### config.mk
export PLATFORM = sky130hd
export DESIGN_NAME = dining_philosophers_allocator
export DESIGN_NICKNAME = d
export VERILOG_FILES = /design/src/rtl/dpa_pkg.sv /design/src/rtl/dpa_lane.sv /design/src/rtl/dpa_table.sv /design/src/rtl/dining_philosophers_allocator.sv
export SDC_FILE = /design/constraint.sdc
export NUM_CORES = 1
export LEC_CHECK = 0
export BUFFER_PORTS_ARGS = -buffer_cell sky130_fd_sc_hd__buf_4
export CAP_MARGIN = 10
export CORE_MARGIN = 4
export CORE_UTILIZATION = 49
export DETAILED_ROUTE_END_ITERATION = 6
export PLACE_DENSITY = 0.67
export SYNTH_ARGS = -nofsm -noshare
export SYNTH_HDL_FRONTEND = slang
export SYNTH_HIERARCHICAL = 1
export SYNTH_SLANG_ARGS = --single-unit
### constraint.sdc
create_clock -name i_clk -period 8.2 [get_ports i_clk]
set_clock_uncertainty 0.2 [all_clocks]
set_input_delay 0.41 -clock i_clk [delete_from_list [all_inputs] [get_ports i_clk]]
set_output_delay 0.41 -clock i_clk [all_outputs]
set_load 0.1 [all_outputs]
### src/rtl/dpa_pkg.sv
// Shared types and codes for the dining philosophers allocator.
// No dependencies; imported by every module of the block.
package dpa_pkg;

    localparam int DINERS_DEF = 5;
    localparam int IDX_W      = 3;
    localparam int OWN_W      = 4;
    localparam int MASK_W     = 5;
    localparam int TDATA_IN_W = 8;
    localparam int TDATA_OUT_W = 24;

    localparam logic [1:0] ST_THINKING = 2'd0;
    localparam logic [1:0] ST_HUNGRY   = 2'd1;
    localparam logic [1:0] ST_EATING   = 2'd2;

    localparam logic [2:0] OC_RELEASED     = 3'd0;
    localparam logic [2:0] OC_STARTED      = 3'd1;
    localparam logic [2:0] OC_WAITS_SECOND = 3'd2;
    localparam logic [2:0] OC_FIRST_BUSY   = 3'd3;
    localparam logic [2:0] OC_REFUSED      = 3'd4;

    localparam logic [1:0] STRAT_NAIVE   = 2'd0;
    localparam logic [1:0] STRAT_ASYM    = 2'd1;
    localparam logic [1:0] STRAT_ARB     = 2'd2;
    localparam logic [1:0] STRAT_INVALID = 2'd3;

    // per-lane effect of triggering that diner; resource slot 0 is its left
    // resource, slot 1 its right resource
    typedef struct packed {
        logic [1:0]            st;
        logic [2:0]            oc;
        logic                  hung;
        logic                  lstart;
        logic                  rstart;
        logic                  we_m1;
        logic                  we_p2;
        logic [1:0]            we;
        logic [1:0]            v;
        logic [1:0][OWN_W-1:0] own;
    } t_lane_fx;

    // result, last field in the lowest bits
    typedef struct packed {
        logic              dead;
        logic [MASK_W-1:0] hmask;
        logic [MASK_W-1:0] emask;
        logic              rstart;
        logic              lstart;
        logic              hung;
        logic [2:0]        oc;
        logic [1:0]        st;
    } t_result;

endpackage

### src/rtl/dpa_lane.sv
// Step logic for one diner, assuming this diner is the one triggered.
// Uses dpa_pkg; instantiated once per diner by dpa_table.
module dpa_lane
    import dpa_pkg::*;
#(
    parameter int DINERS = DINERS_DEF,
    parameter int LANE   = 0
) (
    input  logic [1:0]            i_strategy,
    input  logic [4:0][1:0]       i_st_nb,   // states of diners LANE-2 .. LANE+2
    input  logic [1:0]            i_ov,      // resources LANE, LANE+1 owned
    input  logic [1:0][OWN_W-1:0] i_own,
    output t_lane_fx              o_fx
);

    localparam int LEFT  = (LANE + DINERS - 1) % DINERS;
    localparam int RIGHT = (LANE + 1) % DINERS;
    localparam logic [OWN_W-1:0] OWN_SELF  = OWN_W'(LANE);
    localparam logic [OWN_W-1:0] OWN_LEFT  = OWN_W'(LEFT);
    localparam logic [OWN_W-1:0] OWN_RIGHT = OWN_W'(RIGHT);

    logic [1:0]            w_sll, w_sl, w_s, w_sr, w_srr;
    logic                  w_first, w_second, w_held_f;
    logic [1:0]            w_we, w_v;
    logic [1:0][OWN_W-1:0] w_own;
    logic                  w_ls, w_rs, w_hung;
    logic [1:0]            w_st;
    logic [2:0]            w_oc;

    assign w_sll = i_st_nb[0];
    assign w_sl  = i_st_nb[1];
    assign w_s   = i_st_nb[2];
    assign w_sr  = i_st_nb[3];
    assign w_srr = i_st_nb[4];

    // odd diners go right first under the asymmetric order
    assign w_first  = (i_strategy == STRAT_ASYM) && (LANE % 2 == 1);
    assign w_second = ~w_first;
    assign w_held_f = i_ov[w_first] && (i_own[w_first] == OWN_SELF);

    always_comb begin
        w_we   = '0;
        w_v    = '0;
        w_own  = '0;
        w_ls   = 1'b0;
        w_rs   = 1'b0;
        w_hung = 1'b0;
        w_st   = ST_HUNGRY;
        w_oc   = OC_FIRST_BUSY;
        if (w_s == ST_EATING) begin
            w_st = ST_THINKING;
            w_oc = OC_RELEASED;
            w_we = 2'b11;
            if (i_strategy == STRAT_ARB) begin
                w_ls = (w_sl == ST_HUNGRY) && (w_sll != ST_EATING);
                // on a ring of three the far neighbour is the left one
                w_rs = (w_sr == ST_HUNGRY) && (w_srr != ST_EATING) &&
                       !((DINERS == 3) && w_ls);
                if (w_ls) begin
                    w_v[0]   = 1'b1;
                    w_own[0] = OWN_LEFT;
                end
                if (w_rs) begin
                    w_v[1]   = 1'b1;
                    w_own[1] = OWN_RIGHT;
                end
            end
        end else begin
            w_hung = (w_s == ST_THINKING);
            if (i_strategy == STRAT_ARB) begin
                if (w_sl != ST_EATING && w_sr != ST_EATING) begin
                    w_st  = ST_EATING;
                    w_oc  = OC_STARTED;
                    w_we  = 2'b11;
                    w_v   = 2'b11;
                    w_own = {OWN_SELF, OWN_SELF};
                end else begin
                    w_oc = OC_REFUSED;
                end
            end else if (!w_held_f && i_ov[w_first]) begin
                w_oc = OC_FIRST_BUSY;
            end else begin
                w_we[w_first]  = 1'b1;
                w_v[w_first]   = 1'b1;
                w_own[w_first] = OWN_SELF;
                if (!i_ov[w_second]) begin
                    w_we[w_second]  = 1'b1;
                    w_v[w_second]   = 1'b1;
                    w_own[w_second] = OWN_SELF;
                    w_st = ST_EATING;
                    w_oc = OC_STARTED;
                end else begin
                    w_oc = OC_WAITS_SECOND;
                end
            end
        end
    end

    always_comb begin
        o_fx        = '0;
        o_fx.st     = w_st;
        o_fx.oc     = w_oc;
        o_fx.hung   = w_hung;
        o_fx.lstart = w_ls;
        o_fx.rstart = w_rs;
        o_fx.we_m1  = w_ls;
        o_fx.we_p2  = w_rs;
        o_fx.we     = w_we;
        o_fx.v      = w_v;
        o_fx.own    = w_own;
    end

endmodule

### src/rtl/dpa_table.sv
// Diner and resource table: state registers, per-diner lanes and merge.
// Uses dpa_pkg and dpa_lane.
module dpa_table
    import dpa_pkg::*;
#(
    parameter int DINERS = DINERS_DEF
) (
    input  logic             i_clk,
    input  logic             i_rst_n,
    input  logic             i_cfg_wr_en,
    input  logic [1:0]       i_cfg_wr_data,
    input  logic             i_step_en,
    input  logic [IDX_W-1:0] i_idx,
    output t_result          o_res
);

    logic [1:0]       r_strategy;
    logic [1:0]       r_st  [DINERS];
    logic             r_ov  [DINERS];
    logic [OWN_W-1:0] r_own [DINERS];
    logic [1:0]       n_st  [DINERS];
    logic             n_ov  [DINERS];
    logic [OWN_W-1:0] n_own [DINERS];

    t_lane_fx          w_fx [DINERS];
    logic [DINERS-1:0] w_hit;
    logic              w_in_range;
    logic [DINERS-1:0] w_hungry, w_held, w_cur_eat, w_cur_held;
    logic [MASK_W-1:0] w_emask, w_hmask;
    logic              w_clear;

    assign w_in_range = ({2'b00, i_idx} < 5'(DINERS));
    assign w_clear    = i_cfg_wr_en && (i_cfg_wr_data != STRAT_INVALID);

    for (genvar j = 0; j < DINERS; j++) begin : g_diner
        localparam int JL = (j + DINERS - 1) % DINERS;
        localparam int JR = (j + 1) % DINERS;
        logic [4:0][1:0] w_nb;

        for (genvar o = 0; o < 5; o++) begin : g_nb
            assign w_nb[o] = r_st[(j + 2 * DINERS - 2 + o) % DINERS];
        end

        assign w_hit[j] = w_in_range && ({1'b0, i_idx} == (IDX_W + 1)'(j));

        dpa_lane #(
            .DINERS (DINERS),
            .LANE   (j)
        ) u_lane (
            .i_strategy (r_strategy),
            .i_st_nb    (w_nb),
            .i_ov       ({r_ov[JR], r_ov[j]}),
            .i_own      ({r_own[JR], r_own[j]}),
            .o_fx       (w_fx[j])
        );

        always_comb begin
            if (w_hit[j]) begin
                n_st[j] = w_fx[j].st;
            end else if (w_hit[JR] && w_fx[JR].lstart) begin
                n_st[j] = ST_EATING;
            end else if (w_hit[JL] && w_fx[JL].rstart) begin
                n_st[j] = ST_EATING;
            end else begin
                n_st[j] = r_st[j];
            end
        end

        assign w_hungry[j]   = (n_st[j] == ST_HUNGRY);
        assign w_held[j]     = n_ov[j];
        assign w_cur_eat[j]  = (r_st[j] == ST_EATING);
        assign w_cur_held[j] = r_ov[j];

        // eating diners never sit side by side
        a_no_adjacent: assert property (@(posedge i_clk) disable iff (!i_rst_n)
            !(r_st[j] == ST_EATING && r_st[JR] == ST_EATING))
            else $error("adjacent diners eating");

        // an eating diner owns both of its resources
        a_eat_owns: assert property (@(posedge i_clk) disable iff (!i_rst_n)
            (r_st[j] == ST_EATING) |->
            (r_ov[j] && r_own[j] == OWN_W'(j) && r_ov[JR] && r_own[JR] == OWN_W'(j)))
            else $error("eating diner lacks a resource");
    end

    // resource k: left slot of diner k, right slot of diner k-1,
    // or taken by a neighbour that starts after diner k+1 or k-2 releases
    for (genvar k = 0; k < DINERS; k++) begin : g_res
        localparam int KM1 = (k + DINERS - 1) % DINERS;
        localparam int KP1 = (k + 1) % DINERS;
        localparam int KM2 = (k + DINERS - 2) % DINERS;

        always_comb begin
            n_ov[k]  = r_ov[k];
            n_own[k] = r_own[k];
            if (w_hit[k] && w_fx[k].we[0]) begin
                n_ov[k]  = w_fx[k].v[0];
                n_own[k] = w_fx[k].own[0];
            end else if (w_hit[KM1] && w_fx[KM1].we[1]) begin
                n_ov[k]  = w_fx[KM1].v[1];
                n_own[k] = w_fx[KM1].own[1];
            end else if (w_hit[KP1] && w_fx[KP1].we_m1) begin
                n_ov[k]  = 1'b1;
                n_own[k] = OWN_W'(k);
            end else if (w_hit[KM2] && w_fx[KM2].we_p2) begin
                n_ov[k]  = 1'b1;
                n_own[k] = OWN_W'(KM1);
            end
        end
    end

    for (genvar b = 0; b < MASK_W; b++) begin : g_mask
        if (b < DINERS) begin : g_on
            assign w_emask[b] = (n_st[b] == ST_EATING);
            assign w_hmask[b] = n_ov[b];
        end else begin : g_off
            assign w_emask[b] = 1'b0;
            assign w_hmask[b] = 1'b0;
        end
    end

    always_comb begin
        o_res = '0;
        for (int k = 0; k < DINERS; k++) begin
            if (w_hit[k]) begin
                o_res.st     = w_fx[k].st;
                o_res.oc     = w_fx[k].oc;
                o_res.hung   = w_fx[k].hung;
                o_res.lstart = w_fx[k].lstart;
                o_res.rstart = w_fx[k].rstart;
            end
        end
        o_res.emask = w_emask;
        o_res.hmask = w_hmask;
        o_res.dead  = (&w_hungry) && (&w_held);
    end

    always_ff @(posedge i_clk) begin
        if (!i_rst_n) begin
            r_strategy <= STRAT_NAIVE;
            for (int k = 0; k < DINERS; k++) begin
                r_st[k]  <= ST_THINKING;
                r_ov[k]  <= 1'b0;
                r_own[k] <= '0;
            end
        end else if (w_clear) begin
            r_strategy <= i_cfg_wr_data;
            for (int k = 0; k < DINERS; k++) begin
                r_st[k]  <= ST_THINKING;
                r_ov[k]  <= 1'b0;
                r_own[k] <= '0;
            end
        end else if (i_step_en) begin
            r_st  <= n_st;
            r_ov  <= n_ov;
            r_own <= n_own;
        end
    end

    a_cfg_clears: assert property (@(posedge i_clk) disable iff (!i_rst_n)
        w_clear |=> (w_cur_eat == '0 && w_cur_held == '0))
        else $error("table not cleared by strategy write");

endmodule

### src/rtl/dining_philosophers_allocator.sv
// Dining philosophers allocator, top level: request register, table, result register.
// Each accepted request moves from the request register through the table into the result register;
// throughput is 1 request per cycle while the result stream is not stalled.
// Synchronous active-low reset: all diners thinking, all resources free, strategy naive.
// Uses dpa_pkg and dpa_table.
module dining_philosophers_allocator
    import dpa_pkg::*;
#(
    parameter int DINERS = DINERS_DEF
) (
    input  logic                   i_clk,
    input  logic                   i_rst_n,
    input  logic                   i_cfg_wr_en,
    input  logic [1:0]             i_cfg_wr_data,   // strategy
    input  logic                   i_s_tvalid,
    output logic                   o_s_tready,
    input  logic [TDATA_IN_W-1:0]  i_s_tdata,       // [2:0] diner_index
    output logic                   o_m_tvalid,
    input  logic                   i_m_tready,
    // [1:0] new_diner_state, [4:2] outcome, [5] became_hungry,
    // [6] left_neighbour_started, [7] right_neighbour_started,
    // [12:8] eating_mask, [17:13] held_mask, [18] deadlocked
    output logic [TDATA_OUT_W-1:0] o_m_tdata
);

    logic             r_in_valid;
    logic [IDX_W-1:0] r_idx;
    logic             r_out_valid;
    t_result          r_res;
    t_result          w_res;
    logic             w_fire;

    assign w_fire     = r_in_valid && (!r_out_valid || i_m_tready);
    assign o_s_tready = !r_in_valid || w_fire;
    assign o_m_tvalid = r_out_valid;
    assign o_m_tdata  = TDATA_OUT_W'(r_res);

    dpa_table #(
        .DINERS (DINERS)
    ) u_table (
        .i_clk         (i_clk),
        .i_rst_n       (i_rst_n),
        .i_cfg_wr_en   (i_cfg_wr_en),
        .i_cfg_wr_data (i_cfg_wr_data),
        .i_step_en     (w_fire),
        .i_idx         (r_idx),
        .o_res         (w_res)
    );

    always_ff @(posedge i_clk) begin
        if (!i_rst_n) begin
            r_in_valid  <= 1'b0;
            r_out_valid <= 1'b0;
        end else begin
            if (o_s_tready) begin
                r_in_valid <= i_s_tvalid;
            end
            if (w_fire) begin
                r_out_valid <= 1'b1;
            end else if (i_m_tready) begin
                r_out_valid <= 1'b0;
            end
        end
    end

    always_ff @(posedge i_clk) begin
        if (i_s_tvalid && o_s_tready) begin
            r_idx <= i_s_tdata[IDX_W-1:0];
        end
        if (w_fire) begin
            r_res <= w_res;
        end
    end

endmodule

* Word-level counts from Yosys, hierarchy flattened
Cells that the tools add are included.
** Cells by class
- Order comparisons :: 5
- Eq/ne operators :: 36
- Mux-type cells :: 236
- Bitwise operators :: 5
- Reductions and logical operators :: 86
** Operators by type and width (number)
- $mux 2 :: 89
- $mux 8 :: 16
- $mux 4 :: 27
- $mux 1 :: 69
- $logic_and 1x1->1 :: 56
- $mux 3 :: 17
- $mux 6 :: 7
- $mux 7 :: 4
- $eq 2x1->1 const B :: 11
- $eq 2x2->1 const B :: 11
- $reduce_bool 4->1 :: 5
- $mux 5 :: 3
- $ne 2x2->1 const B :: 6
- $logic_not 2->1 :: 5
- $reduce_and 2->1 :: 5
- $reduce_and 5->1 :: 2
- $demux 4 s1 :: 2
- $eq 4x2->1 const B :: 2
- $logic_not 1->1 :: 7
- $eq 3x2->1 const B :: 2
- $eq 4x1->1 const B :: 1
- $eq 4x3->1 const B :: 1
- $logic_not 4->1 :: 1
- $lt 1x2->1 const B :: 2
- other kinds (12) :: 17
** Word-level totals
- Flip-flop bits (word level) :: 61
- Input port bits :: 15
- Output and inout port bits :: 26
- Word-level logic and storage cells :: 395

* Depth between registers and ports, before layout
- Depth in word-level cells :: 16
- Mapped depth :: 10
- Mapped depth without buffers :: 9

* By module
The synthesis kept the hierarchy.
** Modules (own cells, without submodules)
- dpa_table :: times used 1, cells an instance 321, area each 2741.4 sq um, seq. area each 740.7 sq um
- dining_philosophers_allocator :: times used 1, cells an instance 37, area each 805.8 sq um, seq. area each 700.7 sq um
- dpa_lane at u_table.g_diner[2].u_lane ... :: times used 2, cells an instance 44, area each 311.5 sq um, seq. area each 0.0 sq um
- dpa_lane at u_table.g_diner[1].u_lane :: times used 1, cells an instance 65, area each 436.7 sq um, seq. area each 0.0 sq um
- dpa_lane at u_table.g_diner[3].u_lane :: times used 1, cells an instance 59, area each 389.1 sq um, seq. area each 0.0 sq um
- dpa_lane at u_table.g_diner[0].u_lane :: times used 1, cells an instance 47, area each 320.3 sq um, seq. area each 0.0 sq um

* Worst setup path before layout
Ideal clock, no wire load.
- Path type :: reg2reg
- Start :: reg r_out_valid (netlist: o_m_tvalid)
- End :: reg u_table/r_own[0] (netlist bit)
- Library setup time :: 70 ps
- Data arrival time :: 3064 ps
- Data required time :: 7930 ps
- Path slack :: 4866 ps
- Cell stages (with the launch flop) :: 7
- Path buffers :: 0
- Period minus slack after synthesis :: 3334 ps
- Path through :: dfxtp_1 -> nor2b_4 -> nor2b_1 -> clkinv_1 -> a21o_1 -> or2_1 -> a21oi_1
** On the way
- Cells in the longest elaborated chain, start to end :: 4
** RTL lines
- from (decl) :: line dining_philosophers_allocator.sv:28 : logic r_out_valid;
- from (signal assigned) :: line dining_philosophers_allocator.sv:53 : r_out_valid <= 1'b0;
- from (signal assigned) :: line dining_philosophers_allocator.sv:59 : r_out_valid <= 1'b1;
- from (signal assigned) :: line dining_philosophers_allocator.sv:61 : r_out_valid <= 1'b0;
- $logic_not 1->1 :: line dining_philosophers_allocator.sv:33 : assign w_fire = r_in_valid && (!r_out_valid || i_m_tready);
- $logic_or 1x1->1 :: line dining_philosophers_allocator.sv:33
- $logic_and 1x1->1 :: line dining_philosophers_allocator.sv:33
- net w_fire :: line dining_philosophers_allocator.sv:31 : logic w_fire;
- $reduce_and 2->1 (no line)
- to (signal assigned) :: line dpa_table.sv:156 : r_own <= n_own;
- to (decl) :: line dpa_table.sv:20 : logic [OWN_W-1:0] r_own [DINERS];
The timed path passes the listed nets, and every way through them passes these cells.
A chain may end at the register's enable or synchronous reset.

==> flow_summary.yaml <==
outcome:
  status: "finished, final reports clean"
final_layout:
  area_growth_pct: 2.05
  nNetsFinal: 611
  diodes: 0
  seq_area_um2: 1440
  utilization_pct: 51.9
  fillers: 1006
  multi_input_area_um2: 3200
  drive_gt1_share_pct: 16.6
timing:
  timing.setup.tns_ns: 0
  slew_viol_final: 0
  setup_violations: 0
  fmax_ghz: 0.282
  rsz0062_at_grt: "no"
  period_needed_ns: 3.55
  fin_ws_ns: 4.65
  hold_violations: 0
  worst-slew-pin-transition_ns: 1.17
  post-route-period-util_pct: 43.2
  slew_headroom_pct: 20.9
synth:
  synth-seq-cells: 61
  netlist_instances: 617
  synth_warnings: 6
  ys_seq_area_share_pct: 27.1
  yosysMostFrequentCell: "buf_4"
  synth.area.top_cells: "dfxtp_1, edfxtp_1, buf_4"
  synth-edff-count: 22
  synth_commonest_cells: "buf_4, nand2_1, nor2_1, dfxtp_1, a21oi_1"
  avgSynthCellArea_um2: 8.62
  yosysTopAreaCellShare_pct: 14.7
  synthFlopType: "dfxtp_1"
  yosysUniqueCellTypes: 97
  synth_area_um2: 5320
  async_flop_share_pct: 0
  yosysTopAreaCell: "dfxtp_1"
clock_network:
  cts_tree: "done"
  insertion_delay_ns: 0.36
  cts_root_buf: "clkbuf_8"
  cts_buffer_depth: 2
  cts.sinks: 61
  cts_hold_buf: 0
  post-cts-setup-buffers: 0
  numCtsBuffers: 9
  post_cts_resized: 0
  htreeDepth: 3
  clkSlewWorstSetupHoldPaths_ns: 0.08
drt:
  drtPass1Iterations: 6
  vias: 4557
  drt_iter0_markers: 448
  drc: 0
  avgRoutedWirePerCell_um: 18.5
  drt_wl_total_um: 13600
  via_per_inst: 6.18
  ant_nets: 0
floorplanning:
  ios: 41
  dieArea_um2: 12600
  coreArea_um2: 10500
  start_util_pct: 50.8
  die_y_um: 112
  dieWidth_um: 112
  row_count: 37
grt:
  grt_pass1_vias: 4214
  antenna_found_initial: 0
  grt_start_max_net_pins: 49
  grt_overflow_total: 0
  grtUsageTotal_pct: 21.7
  grt_pass1_wl_um: 22100
run:
  cap_violations: 0
power_and_ir_drop:
  vdd_drop_max_v: 0.0000963
  p_leak_nw: 1.95
  power.density_nw_per_um2: 152
place:
  io_buffers: 30
  gp_congestion: 0.927
  pre_cts_slack_ns: 4.77
  post-dp-hpwl_um: 9640
critical_path:
  critical_path_buf_inv_count: 0
  r2r_slack_ns: 4.65
  crit_arrival_ns: 3.52
  end_kind: "flip-flop"
  critPathRequiredTime_ns: 8.18
  crit_type: "reg -> reg"
  cp_cell_sequence: "nor2b_1 -> nand3_1 -> o311ai_1 -> nor4bb_1 -> a211oi_1 -> o31ai_2 -> o2111ai_1 -> nor4_2"
  cp_max_fo: 8
  crit_family: "simple AND/OR/NAND/NOR gates"
  cp_slowest_cell: "nor4bb_1"
  max_stage_delay_ns: 1.02
  start_kind: "flip-flop"
hold_path:
  holdCritPathClass: "in -> reg"
[logic make-up after synthesis]
group / Yosys count / share of synthesized area (%)
buffers and inverters: 120 / 14.3
other: 6 / 0.424
DFF: 61 / 27.1
AOI/OAI and AO/OA: 179 / 26.7
and+or+nand+nor: 231 / 26.0
muxes: 20 / 5.46
[final cells by class]
type	instances	share of cell area [%]
Timing Repair Buffer	37	5.12
Inverter	30	2.08
Clock inverter	6	1.59
Tap cell	136	3.14
Multi-Input combinational cell	457	59.0
Sequential cell	61	26.6
Clock buffer	10	2.54
[power by group]
part	total [W]	switching (W)	internal, W
clock network	0.000305	0.000126	0.000179
registers	0.000333	0.00000790	0.000325
logic	0.000189	0.000132	0.0000563
total	0.000826	0.000266	0.000560
[path summary, 6_finish.rpt]
check,startpoint,end,depth (start not counted)
setup / recovery,u_table/r_strategy[1],o_m_tdata[18],8
hold / removal,i_s_tdata[1],r_idx[1],1
setup reg to reg,u_table/r_strategy[1],o_m_tdata[18],8
hold reg to reg,u_table/r_own[5],u_table/r_own[5],2
[flip-flops by register name, summed over array words and instances (netlist names)]
register and flops:
o_m_tdata 19, u_table/r_ov 5, o_m_tvalid 1, r_idx 3, u_table/g_diner.w_nb 10, u_table/r_own 20
u_table/r_strategy 2, r_in_valid 1
[per-stage QoR]
stage          hold slack, ns  cells  area (um2)  power (W)
2_1_floorplan           0.246    638        5400   0.000501
3_3_place_gp            0.256    721        5200   0.000523
3_5_place_dp            0.267    721        5200   0.000525
4_1_cts                0.0100    737        5430   0.000830
5_1_grt                0.0130    737        5430   0.000860
6_report               0.0219    737        5430   0.000826
[metal layers]
layer / share of wire (%) / GRT usage (%) / vias to the layer above
met2: 45 / 32.9 / 208
li1: - / - / 2178
met3: 9.1 / 4.20 / 39
met5: 0 / 0 / -
met1: 43 / 29.7 / 2132
met4: 3.3 / 10.1 / 0
[layout by cell type, fill, tap and decap left out, types with 4 or more instances in the layout]
cell type | netlist | final
a211o_1 | 4 | 4
a211oi_1 | 12 | 12
a21o_1 | 4 | 4
a21oi_1 | 35 | 35
a221oi_1 | 5 | 5
a22o_1 | 8 | 8
a311oi_1 | 6 | 6
a31oi_1 | 4 | 4
a32oi_1 | 6 | 6
and2_1 | 4 | 4
and2b_1 | 4 | 4
buf_4 | 67 | 37
clkbuf_8 | 0 | 10
conb_1 | 6 | 27
dfxtp_1 | 39 | 39
edfxtp_1 | 22 | 22
inv_1 | 28 | 28
mux2i_1 | 11 | 11
mux4_2 | 7 | 7
nand2_1 | 46 | 46
nand2b_1 | 33 | 33
nand3_1 | 16 | 16
nand4_1 | 4 | 4
nand4b_1 | 6 | 6
nor2_1 | 42 | 42
nor2b_1 | 22 | 21
nor3_1 | 16 | 16
o211ai_1 | 8 | 8
o21a_1 | 5 | 5
o21ai_0 | 7 | 7
o21ai_1 | 7 | 7
o22ai_1 | 5 | 5
o311ai_1 | 4 | 4
o32ai_1 | 4 | 4
[worst register-to-register path: cells and delay by family (launching register included)]
family | cells | cell delay, ns
AO/OA/AOI/OAI | 4 | 0.95
flip-flops | 1 | 0.32
AND/OR/NAND/NOR | 4 | 1.91
No activity file was read; power rests on OpenSTA's default activity.
